File: src/rtl/tcon_pkg.sv
package tcon_pkg;

	localparam int SCREEN_WIDTH  = 80;
	localparam int SCREEN_HEIGHT = 25;
	localparam int TAB_STOP      = 8;
	localparam int CELL_COUNT    = SCREEN_WIDTH * SCREEN_HEIGHT;

	localparam int COL_W  = 7;
	localparam int ROW_W  = 5;
	localparam int ADDR_W = $clog2(CELL_COUNT);
	localparam int OFF_W  = 11;
	localparam int CELL_W = 16;
	localparam int TAB_W  = $clog2(TAB_STOP + 1);

	localparam logic [7:0] CH_BS    = 8'h08;
	localparam logic [7:0] CH_TAB   = 8'h09;
	localparam logic [7:0] CH_NL    = 8'h0A;
	localparam logic [7:0] CH_SPACE = 8'h20;

	localparam logic [3:0] FG_RESET = 4'hF;
	localparam logic [3:0] BG_RESET = 4'h0;
	localparam logic [CELL_W-1:0] RESET_BLANK = {BG_RESET, FG_RESET, CH_SPACE};

	// configuration register indexes
	localparam logic REG_FG = 1'b0;
	localparam logic REG_BG = 1'b1;

	typedef enum logic [1:0] {
		ACT_PUT   = 2'd0,
		ACT_CLEAR = 2'd1,
		ACT_READ  = 2'd2,
		ACT_SET   = 2'd3
	} action_t;

	typedef struct packed {
		action_t          action;
		logic [7:0]       char_code;
		logic [ROW_W-1:0] cell_row;
		logic [COL_W-1:0] cell_col;
	} in_t;

	typedef struct packed {
		logic [COL_W-1:0]  cursor_col;
		logic [ROW_W-1:0]  cursor_row;
		logic [OFF_W-1:0]  cursor_offset;
		logic [CELL_W-1:0] read_cell;
	} out_t;

	typedef struct packed {
		logic              we;
		logic [ADDR_W-1:0] waddr;
		logic [CELL_W-1:0] wdata;
		logic              re;
		logic [ADDR_W-1:0] raddr;
	} mem_req_t;

endpackage

File: src/rtl/tcon_ctrl.sv
module tcon_ctrl (
	input  logic                      clk,
	input  logic                      arst_n,
	input  logic                      start,
	input  tcon_pkg::in_t             cmd,
	input  logic [7:0]                attr,
	input  logic [tcon_pkg::CELL_W-1:0] rdata,
	output tcon_pkg::mem_req_t        mem,
	output logic                      busy,
	output logic                      done,
	output tcon_pkg::out_t            result
);

	typedef enum logic [2:0] {
		ST_INIT,
		ST_IDLE,
		ST_PUT,
		ST_READ,
		ST_FILL,
		ST_COPY,
		ST_DRAIN,
		ST_BLANK
	} state_t;

	localparam logic [tcon_pkg::ADDR_W-1:0] LAST_ADDR =
		tcon_pkg::ADDR_W'(tcon_pkg::CELL_COUNT - 1);
	localparam logic [tcon_pkg::ADDR_W-1:0] ROW_STEP =
		tcon_pkg::ADDR_W'(tcon_pkg::SCREEN_WIDTH);
	localparam logic [tcon_pkg::ADDR_W-1:0] LAST_ROW_ADDR =
		tcon_pkg::ADDR_W'(tcon_pkg::SCREEN_WIDTH * (tcon_pkg::SCREEN_HEIGHT - 1));
	localparam logic [tcon_pkg::COL_W-1:0] LAST_COL =
		tcon_pkg::COL_W'(tcon_pkg::SCREEN_WIDTH - 1);
	localparam logic [tcon_pkg::ROW_W-1:0] LAST_ROW =
		tcon_pkg::ROW_W'(tcon_pkg::SCREEN_HEIGHT - 1);

	state_t                        state_q;
	logic [tcon_pkg::COL_W-1:0]    col_q;
	logic [tcon_pkg::ROW_W-1:0]    row_q;
	logic [tcon_pkg::ADDR_W-1:0]   cnt_q;
	logic [tcon_pkg::TAB_W-1:0]    tab_left_q;
	logic [7:0]                    ch_q;
	logic [tcon_pkg::CELL_W-1:0]   read_q;
	logic                          done_q;
	logic                          copy_s1;
	logic [tcon_pkg::ADDR_W-1:0]   copy_addr_s1;

	logic                          accept;
	logic [tcon_pkg::COL_W-1:0]    col_cl;
	logic [tcon_pkg::ROW_W-1:0]    row_cl;
	logic [tcon_pkg::ADDR_W-1:0]   cur_addr;
	logic [tcon_pkg::ADDR_W-1:0]   cmd_addr;
	logic [tcon_pkg::CELL_W-1:0]   blank;

	assign accept = start && (state_q == ST_IDLE);
	assign busy   = (state_q != ST_IDLE);
	assign blank  = {attr, tcon_pkg::CH_SPACE};

	assign col_cl = (cmd.cell_col >= tcon_pkg::COL_W'(tcon_pkg::SCREEN_WIDTH)) ?
		LAST_COL : cmd.cell_col;
	assign row_cl = (cmd.cell_row >= tcon_pkg::ROW_W'(tcon_pkg::SCREEN_HEIGHT)) ?
		LAST_ROW : cmd.cell_row;

	assign cur_addr = tcon_pkg::ADDR_W'(row_q) * ROW_STEP + tcon_pkg::ADDR_W'(col_q);
	assign cmd_addr = tcon_pkg::ADDR_W'(row_cl) * ROW_STEP + tcon_pkg::ADDR_W'(col_cl);

	always_comb begin
		mem = '0;
		unique case (state_q)
			ST_INIT: begin
				mem.we    = 1'b1;
				mem.waddr = cnt_q;
				mem.wdata = tcon_pkg::RESET_BLANK;
			end
			ST_FILL, ST_BLANK: begin
				mem.we    = 1'b1;
				mem.waddr = cnt_q;
				mem.wdata = blank;
			end
			ST_PUT: begin
				mem.we    = 1'b1;
				mem.waddr = cur_addr;
				mem.wdata = {attr, ch_q};
			end
			ST_COPY: begin
				mem.re    = 1'b1;
				mem.raddr = cnt_q;
			end
			ST_IDLE: begin
				if (accept && cmd.action == tcon_pkg::ACT_PUT &&
				    cmd.char_code == tcon_pkg::CH_BS && col_q != '0) begin
					mem.we    = 1'b1;
					mem.waddr = cur_addr - tcon_pkg::ADDR_W'(1);
					mem.wdata = blank;
				end
				if (accept && cmd.action == tcon_pkg::ACT_READ) begin
					mem.re    = 1'b1;
					mem.raddr = cmd_addr;
				end
			end
			ST_READ, ST_DRAIN: begin
			end
			default: begin
			end
		endcase
		// copied cell lands one row up, in the cycle after its read
		if (copy_s1) begin
			mem.we    = 1'b1;
			mem.waddr = copy_addr_s1;
			mem.wdata = rdata;
		end
	end

	always_ff @(posedge clk or negedge arst_n) begin
		if (!arst_n) begin
			state_q      <= ST_INIT;
			col_q        <= '0;
			row_q        <= '0;
			cnt_q        <= '0;
			tab_left_q   <= '0;
			ch_q         <= '0;
			read_q       <= '0;
			done_q       <= 1'b0;
			copy_s1      <= 1'b0;
			copy_addr_s1 <= '0;
		end else begin
			done_q       <= 1'b0;
			copy_s1      <= (state_q == ST_COPY);
			copy_addr_s1 <= cnt_q - ROW_STEP;
			unique case (state_q)
				ST_INIT: begin
					cnt_q <= cnt_q + tcon_pkg::ADDR_W'(1);
					if (cnt_q == LAST_ADDR) begin
						state_q <= ST_IDLE;
					end
				end
				ST_FILL: begin
					cnt_q <= cnt_q + tcon_pkg::ADDR_W'(1);
					if (cnt_q == LAST_ADDR) begin
						done_q  <= 1'b1;
						state_q <= ST_IDLE;
					end
				end
				ST_IDLE: begin
					if (accept) begin
						read_q <= '0;
						unique case (cmd.action)
							tcon_pkg::ACT_PUT: begin
								priority if (cmd.char_code == tcon_pkg::CH_BS) begin
									if (col_q != '0) begin
										col_q <= col_q - tcon_pkg::COL_W'(1);
									end
									done_q <= 1'b1;
								end else if (cmd.char_code == tcon_pkg::CH_TAB) begin
									tab_left_q <= tcon_pkg::TAB_W'(tcon_pkg::TAB_STOP) -
										tcon_pkg::TAB_W'(col_q % tcon_pkg::TAB_STOP);
									ch_q    <= tcon_pkg::CH_SPACE;
									state_q <= ST_PUT;
								end else if (cmd.char_code == tcon_pkg::CH_NL) begin
									col_q <= '0;
									if (row_q == LAST_ROW) begin
										tab_left_q <= '0;
										cnt_q      <= ROW_STEP;
										state_q    <= ST_COPY;
									end else begin
										row_q  <= row_q + tcon_pkg::ROW_W'(1);
										done_q <= 1'b1;
									end
								end else begin
									tab_left_q <= tcon_pkg::TAB_W'(1);
									ch_q       <= cmd.char_code;
									state_q    <= ST_PUT;
								end
							end
							tcon_pkg::ACT_CLEAR: begin
								col_q   <= '0;
								row_q   <= '0;
								cnt_q   <= '0;
								state_q <= ST_FILL;
							end
							tcon_pkg::ACT_READ: begin
								state_q <= ST_READ;
							end
							tcon_pkg::ACT_SET: begin
								col_q  <= col_cl;
								row_q  <= row_cl;
								done_q <= 1'b1;
							end
						endcase
					end
				end
				ST_READ: begin
					read_q  <= rdata;
					done_q  <= 1'b1;
					state_q <= ST_IDLE;
				end
				ST_PUT: begin
					tab_left_q <= tab_left_q - tcon_pkg::TAB_W'(1);
					if (col_q == LAST_COL) begin
						col_q <= '0;
						if (row_q == LAST_ROW) begin
							cnt_q   <= ROW_STEP;
							state_q <= ST_COPY;
						end else begin
							row_q <= row_q + tcon_pkg::ROW_W'(1);
							if (tab_left_q == tcon_pkg::TAB_W'(1)) begin
								done_q  <= 1'b1;
								state_q <= ST_IDLE;
							end
						end
					end else begin
						col_q <= col_q + tcon_pkg::COL_W'(1);
						if (tab_left_q == tcon_pkg::TAB_W'(1)) begin
							done_q  <= 1'b1;
							state_q <= ST_IDLE;
						end
					end
				end
				ST_COPY: begin
					cnt_q <= cnt_q + tcon_pkg::ADDR_W'(1);
					if (cnt_q == LAST_ADDR) begin
						state_q <= ST_DRAIN;
					end
				end
				ST_DRAIN: begin
					cnt_q   <= LAST_ROW_ADDR;
					state_q <= ST_BLANK;
				end
				ST_BLANK: begin
					cnt_q <= cnt_q + tcon_pkg::ADDR_W'(1);
					if (cnt_q == LAST_ADDR) begin
						if (tab_left_q != '0) begin
							state_q <= ST_PUT;
						end else begin
							done_q  <= 1'b1;
							state_q <= ST_IDLE;
						end
					end
				end
				default: begin
					state_q <= ST_IDLE;
				end
			endcase
		end
	end

	assign done                 = done_q;
	assign result.cursor_col    = col_q;
	assign result.cursor_row    = row_q;
	assign result.cursor_offset = tcon_pkg::OFF_W'(cur_addr);
	assign result.read_cell     = read_q;

endmodule

File: config.mk
export PLATFORM = sky130hd
export DESIGN_NAME = tcon_ctrl
export DESIGN_NICKNAME = d
export VERILOG_FILES = /design/src/rtl/tcon_pkg.sv /design/src/rtl/tcon_ctrl.sv
export SDC_FILE = /design/constraint.sdc
export NUM_CORES = 1
export LEC_CHECK = 0
export BUFFER_PORTS_ARGS = -buffer_cell sky130_fd_sc_hd__buf_4
export CAP_MARGIN = 40
export CELL_PAD_IN_SITES_DETAIL_PLACEMENT = 0
export CELL_PAD_IN_SITES_GLOBAL_PLACEMENT = 1
export CORE_MARGIN = 10
export CORE_UTILIZATION = 40
export CTS_BUF_LIST = sky130_fd_sc_hd__clkbuf_2 sky130_fd_sc_hd__clkbuf_4 sky130_fd_sc_hd__clkbuf_8
export CTS_CLUSTER_SIZE = 30
export DETAILED_ROUTE_END_ITERATION = 10
export GPL_TIMING_DRIVEN = 1
export HOLD_SLACK_MARGIN = 0.15
export PLACE_DENSITY_LB_ADDON = 0.1
export SETUP_SLACK_MARGIN = 0.1
export SLEW_MARGIN = 10
export SYNTH_ARGS = -nofsm -noshare
export SYNTH_HDL_FRONTEND = slang
export SYNTH_SLANG_ARGS = --single-unit
File: constraint.sdc
create_clock -name clk -period 3.45 [get_ports clk]
set_input_delay 0 -clock clk [delete_from_list [all_inputs] [get_ports clk]]
set_output_delay 0 -clock clk [all_outputs]
set_load 0.01 [all_outputs]
==> results.json, run 1 <==
{
  "outcome": "finished, final reports clean",
  "setup_ws_ps": 235,
  "cpLargestDelayFamily": "adder cells",
  "antenna_cells": 0,
  "synth_fp_nets": 720,
  "fin_crit_ps": 3220,
  "worstMarginPinSlew_ps": 817,
  "leakage_uw": 0.00326,
  "drtPass1Iterations": 6,
  "synth.cell_area_um2": 5290,
  "cp_common_cell": "ha_1",
  "antenna_found_initial": 0,
  "die_h_um": 135,
  "startpoint_type": "flop",
  "pre_cts_ws_ps": 468,
  "cts.sinks": 67,
  "drc": 0,
  "layout_common_cells": "147 x buf_4, 67 x nand2_1, 66 x dfrtp_1",
  "end_kind": "output port",
  "clk_path_buf_depth": 2,
  "finalSetupViolations": 0,
  "cts_root_buf": "clkbuf_8",
  "worstPathRequired_ps": 3450,
  "grt_usage_pct": 20.9,
  "yosys.area.top_type_share_pct": 31.7,
  "cts_tree": "yes",
  "final_common_cell": "buf_4",
  "worstSkewPairLatency_ps": 360,
  "power_density_nw_per_um2": 237,
  "finalHoldViolations": 0,
  "yosys_warnings": 0,
  "timing_worst_setup_path_type": "reg2out",
  "synth-seq-cells": 67,
  "drive_above_1_share_pct": 24.7,
  "antenna_left": 0,
  "cts_inserted_buffers": 9,
  "tns_ps": 0,
  "via_per_inst": 5.72,
  "syn_inst": 637,
  "num_vias": 5518,
  "syn_to_final_growth_pct": 33.2,
  "arrival_ps": 3220,
  "grt_max_degree": 44,
  "hold_class": "in2reg",
  "fmax_ghz": 0.311,
  "crit_slowest_cell": "dfrtp_2",
  "finalWirelength_mm": 19.2,
  "drv_slew": 0,
  "grt.overflow.total": 0,
  "clkSlewWorstSetupHoldPaths_ps": 70,
  "yosys.area.top_type": "dfrtp_1",
  "switching_share_pct": 25.3,
  "die_area_um2": 18200,
  "net-switching-power_uw": 423,
  "synth.distinct_cells": 71,
  "pwr-share-seq_pct": 47.0,
  "htree_levels": 3,
  "synth_edf_count": 0,
  "cp_max_fo": 7,
  "peakVddDrop_v": 0.000133,
  "fin_nets": 871,
  "slew_headroom_pct": 45.5,
  "synth_area_leaders": "dfrtp_1 32%, ha_1 7.1%, o21ai_0 5.6%",
  "place_congestion": 0.896,
  "max_cap_violations": 0,
  "dp_cells": 913,
  "async_reset_ff_share_pct": 100,
  "max_stage_delay_ps": 470,
  "die_w_um": 135,
  "core_area_um2": 12800,
  "avgSynthCellArea_um2": 8.30,
  "drt_iter0_drc": 562,
  "fin_crit_sh_pct": 93.2,
  "cp_cell_sequence": "ha_1 -> ha_1 -> inv_1 -> fa_1 -> nand2b_1 -> o221a_2 -> a211oi_2 -> xnor2_1 -> o21ai_1 -> a22o_1 -> buf_4",
  "critPathBufInv": 2,
  "ys.flop_type": "dfrtp_1",
  "grt_pass1_vias": 5378,
  "grt_pass1_wl_mm": 30.4,
  "skew_ps": 12.7,
  "dp_hpwl_mm": 14.7,
  "clockPowerShare_pct": 39.9,
  "wl_per_cell_um": 19.9,
  "p_comb_share_pct": 13.1,
  "rows": 41,
  "io_pins": 130,
  "rsz0062_at_grt": "yes",
  "initial_utilization_pct": 41.4,
  "intPower_uw": 1250,
  "synth.yosys.seq_area_share_pct": 31.7,
  "io_buffers": 129,
  "stdcell_count": 965
}
==> final cells by class <==
class                           count  area [µm²]
Clock buffer                       11         139
Clock inverter                      5        53.8
Fill cell                        1199        5730
Inverter                           29         109
Multi-Input combinational cell    497        3350
Sequential cell                    67        1680
Tap cell                          172         215
Timing Repair Buffer              184        1500
==> worst register-to-register path: stages (launching register included) <==
cell and delay, ps:
dfrtp_1 390, buf_4 240, or3b_2 730, and2_0 380, nand3_1 140, dlygate4sd3_1 560
nand2_1 50, a22o_1 170
==> final timing paths <==
path / startpoint / end / slack [ps] / cells after the start
setup / recovery: row_q[1] / mem[37] / 230 / 11
hold / removal: cmd[8] / row_q[1] / 120 / 5
setup reg to reg: state_q[2] / row_q[2] / 690 / 7
hold reg to reg: ch_q[0] / ch_q[0] / 500 / 2
max in group asynchronous: arst_n / cnt_q[10] / 3040 / 3
min in group asynchronous: arst_n / col_q[5] / 170 / 3
==> routing by layer <==
layer  track usage (%)  wire (µm)
met2              31.8       8440
met3              6.42       1840
met4              5.32        264
met1              28.0       8660
met5                 0          0
==> cells in the mapped netlist, types with 11 or more instances <==
master / instances
nand2_1: 68
dfrtp_1: 67
o21ai_0: 59
nor2_1: 54
clkbuf_1: 36
ha_1: 30
a22o_1: 29
inv_1: 29
a21oi_1: 25
xnor2_1: 24
nand3_1: 20
nand2b_1: 13
nor3_1: 11
==> per-stage QoR <==
stage | hold slack [ps] | power [µW] | area, µm² | util [%]
6_report | 122 | 1670 | 7050 | 55.2
5_1_grt | 183 | 1740 | 7050 | 55.2
4_1_cts | 171 | 1680 | 7030 | 55.0
3_5_place_dp | -54.1 | 985 | 6460 | 50.6
3_3_place_gp | 182 | 977 | 6430 | 50.3
2_1_floorplan | -296 | 882 | 5290 | -
==> kinds of logic after synthesis <==
group / Yosys count / synth area share [%]
AND/OR/NAND/NOR: 230 / 22.2
AO/OA/AOI/OAI: 197 / 25.8
buffers and inverters: 73 / 5.49
flip-flops: 67 / 31.7
adder cells (fa/ha/maj): 34 / 8.61
XOR/XNOR: 30 / 4.97
multiplexers: 6 / 1.28
==> power groups by stage <==
stage	logic [µW]	clock network [µW]	registers, µW
floorplan	81.5	0	801
global placement	177	0	800
detailed placement	185	0	800
CTS	220	677	785
global route	243	714	785
finish	219	666	785
==> flip-flops by register name, indices dropped and copies added (netlist names) <==
register,count
col_q,7
row_q,5
ch_q,8
cnt_q,11
copy_addr_s1,11
done,1
state_q,3
read_q,16
tab_left_q,4
copy_s1,1
==> timing repair <==
item,CTS,global route
buffers inserted,0,0
gates cloned,0,0
pin swaps,0,1
gates resized for setup,2,5
endpoints found under the setup margin,2,9
hold buffers,36,0
hold endpoints to repair,100,0
No activity file was read; power rests on OpenSTA's default activity.
==> inputs of run 2 (changes only) <==
--- a/config.mk
+++ b/config.mk
@@ -9,6 +9,7 @@
 export CAP_MARGIN = 40
 export CELL_PAD_IN_SITES_DETAIL_PLACEMENT = 0
 export CELL_PAD_IN_SITES_GLOBAL_PLACEMENT = 1
+export CORE_ASPECT_RATIO = 1.2
 export CORE_MARGIN = 10
 export CORE_UTILIZATION = 40
 export CTS_BUF_LIST = sky130_fd_sc_hd__clkbuf_2 sky130_fd_sc_hd__clkbuf_4 sky130_fd_sc_hd__clkbuf_8
==> results.json, run 2 (synthesis results as in run 1) <==
{
  "worst-r2r-setup-slack_ps": 690,
  "initial_utilization_pct": 41.4,
  "antenna_found_initial": 0,
  "syn_to_final_growth_pct": 32.6,
  "arrival_ps": 3190,
  "place_congestion": 0.927,
  "cts.sinks": 67,
  "cts_root_buf": "clkbuf_8",
  "io_pins": 130,
  "worstSkewPairLatency_ps": 360,
  "regToRegEndpoint": "row_q[0]",
  "grt.overflow.total": 0,
  "rsz0062_at_grt": "no",
  "tns_ps": 0,
  "die_h_um": 146,
  "worstMarginPinSlew_ps": 843,
  "finalWirelength_mm": 18.9,
  "fin_nets": 872,
  "drt_iter0_drc": 484,
  "dp_hpwl_mm": 14.4,
  "power_density_nw_per_um2": 235,
  "end_kind": "output port",
  "grt_max_degree": 48,
  "timing_worst_setup_path_type": "reg2out",
  "worstPathRequired_ps": 3450,
  "final-seq-area_um2": 1680,
  "clk_path_buf_depth": 2,
  "design_power_total_uw": 1650,
  "via_per_inst": 5.74,
  "die_w_um": 125,
  "skew_ps": 11.6,
  "crit_slowest_cell": "dfrtp_2",
  "clkSlewWorstSetupHoldPaths_ps": 80,
  "cts_inserted_buffers": 9,
  "top_register": "read_q",
  "fin_crit_sh_pct": 92.4,
  "die_area_um2": 18200,
  "antenna_cells": 0,
  "fin_crit_ps": 3190,
  "antenna_left": 0,
  "grt_pass1_wl_mm": 29.9,
  "timing.reg2reg.worst_path_depth": 6,
  "finalHoldViolations": 0,
  "crit_end": "mem[38]",
  "finalSetupViolations": 0,
  "drive_above_1_share_pct": 24.7,
  "rows": 45,
  "num_vias": 5496,
  "layout_common_cells": "148 x buf_4, 67 x nand2_1, 65 x dfrtp_1",
  "htree_levels": 3,
  "slew_headroom_pct": 43.3,
  "cts_tree": "yes",
  "multi_input_area_um2": 3340,
  "cp_cell_sequence": "ha_1 -> ha_1 -> inv_1 -> fa_1 -> nand2b_1 -> o21ba_2 -> xnor2_1 -> nor4_2 -> xnor2_1 -> o221ai_1 -> buf_4",
  "largest_register_ffs": 16,
  "drc": 0,
  "cp_max_fo": 8,
  "startpoint_type": "flop",
  "fmax_ghz": 0.314,
  "grt_usage_pct": 19.8,
  "outcome": "finished, final reports clean",
  "top_regs": "read_q (16), cnt_q (11), copy_addr_s1 (11)",
  "drv_slew": 0,
  "io_buffers": 129,
  "crit_start": "row_q[3]",
  "leakage_uw": 0.00325,
  "hold_class": "in2reg",
  "fill_cells": 1210,
  "grt_pass1_vias": 5338,
  "final_common_cell": "buf_4",
  "wl_per_cell_um": 19.7,
  "drtPass1Iterations": 5,
  "max_cap_violations": 0,
  "peakVddDrop_v": 0.000161,
  "max_stage_delay_ps": 470,
  "r2r-start": "state_q[2]",
  "core_area_um2": 12800
}
## run 2: cell types whose count changed in the layout (fill, tap and decap cells not counted), moves of 2 or more
cell	delta
clkinvlp_4	+2
a2111oi_1	+2
clkbuf_8	+2
a2111oi_0	-2
## run 2: worst max-delay path, delay by kind of cell (launching register included)
kind | cells | cell delay [ps]
AND/OR/NAND/NOR | 2 | 490
flip-flops | 1 | 470
AO/OA/AOI/OAI | 2 | 390
XOR/XNOR | 2 | 300
buffers and inverters | 2 | 240
adder cells (fa/ha/maj) | 3 | 950
## run 2: worst min-delay path by stage
stage / startpoint / end / slack (ps) / cells past startpoint
2_1_floorplan: arst_n / ch_q[0] / -300 / 0
3_3_place_gp: arst_n / read_q[3] / 180 / 1
3_5_place_dp: arst_n / read_q[3] / -80 / 1
4_1_cts: cmd[8] / row_q[1] / 160 / 5
5_1_grt: arst_n / read_q[0] / 190 / 3
6_report: cmd[8] / row_q[1] / 110 / 5
## run 2: where the power goes
group	internal (µW)	switching [µW]
Combinational	113	108
Clock	306	336
Sequential	785	0.142
## run 2: what timing repair did
action	CTS	global route
setup endpoints to repair	0	4
endpoints found under the hold margin	100	0
gates resized for setup	0	6
hold buffers	34	0
buffers inserted	0	3
## run 2: through the flow
stage	cells	area, µm²	hold WS (ps)	worst slack, ps	utilization (%)
floorplan	637	5290	-296	717	-
global placement	900	6390	178	570	50.0
detailed placement	904	6440	-83.7	520	50.4
CTS	954	6960	157	122	54.5
global route	958	7020	193	116	54.9
finish	958	7020	112	262	54.9
## run 2: final cells by class
type / count / share of cell area (%)
flip-flops and latches: 67 / 23.9
repair buffers: 185 / 21.4
well taps: 164 / 2.92
multi-input cells: 497 / 47.6
clock buffers: 12 / 2.27
inverters: 29 / 1.55
clock inverters: 4 / 0.357
## run 2: layer usage
metal	up-vias	track usage (%)	part of all wire, %
li1	2622	-	-
met1	2657	26.3	45
met2	194	30.3	46
met3	23	4.73	6.6
met4	0	7.61	2.3
met5	-	0	0
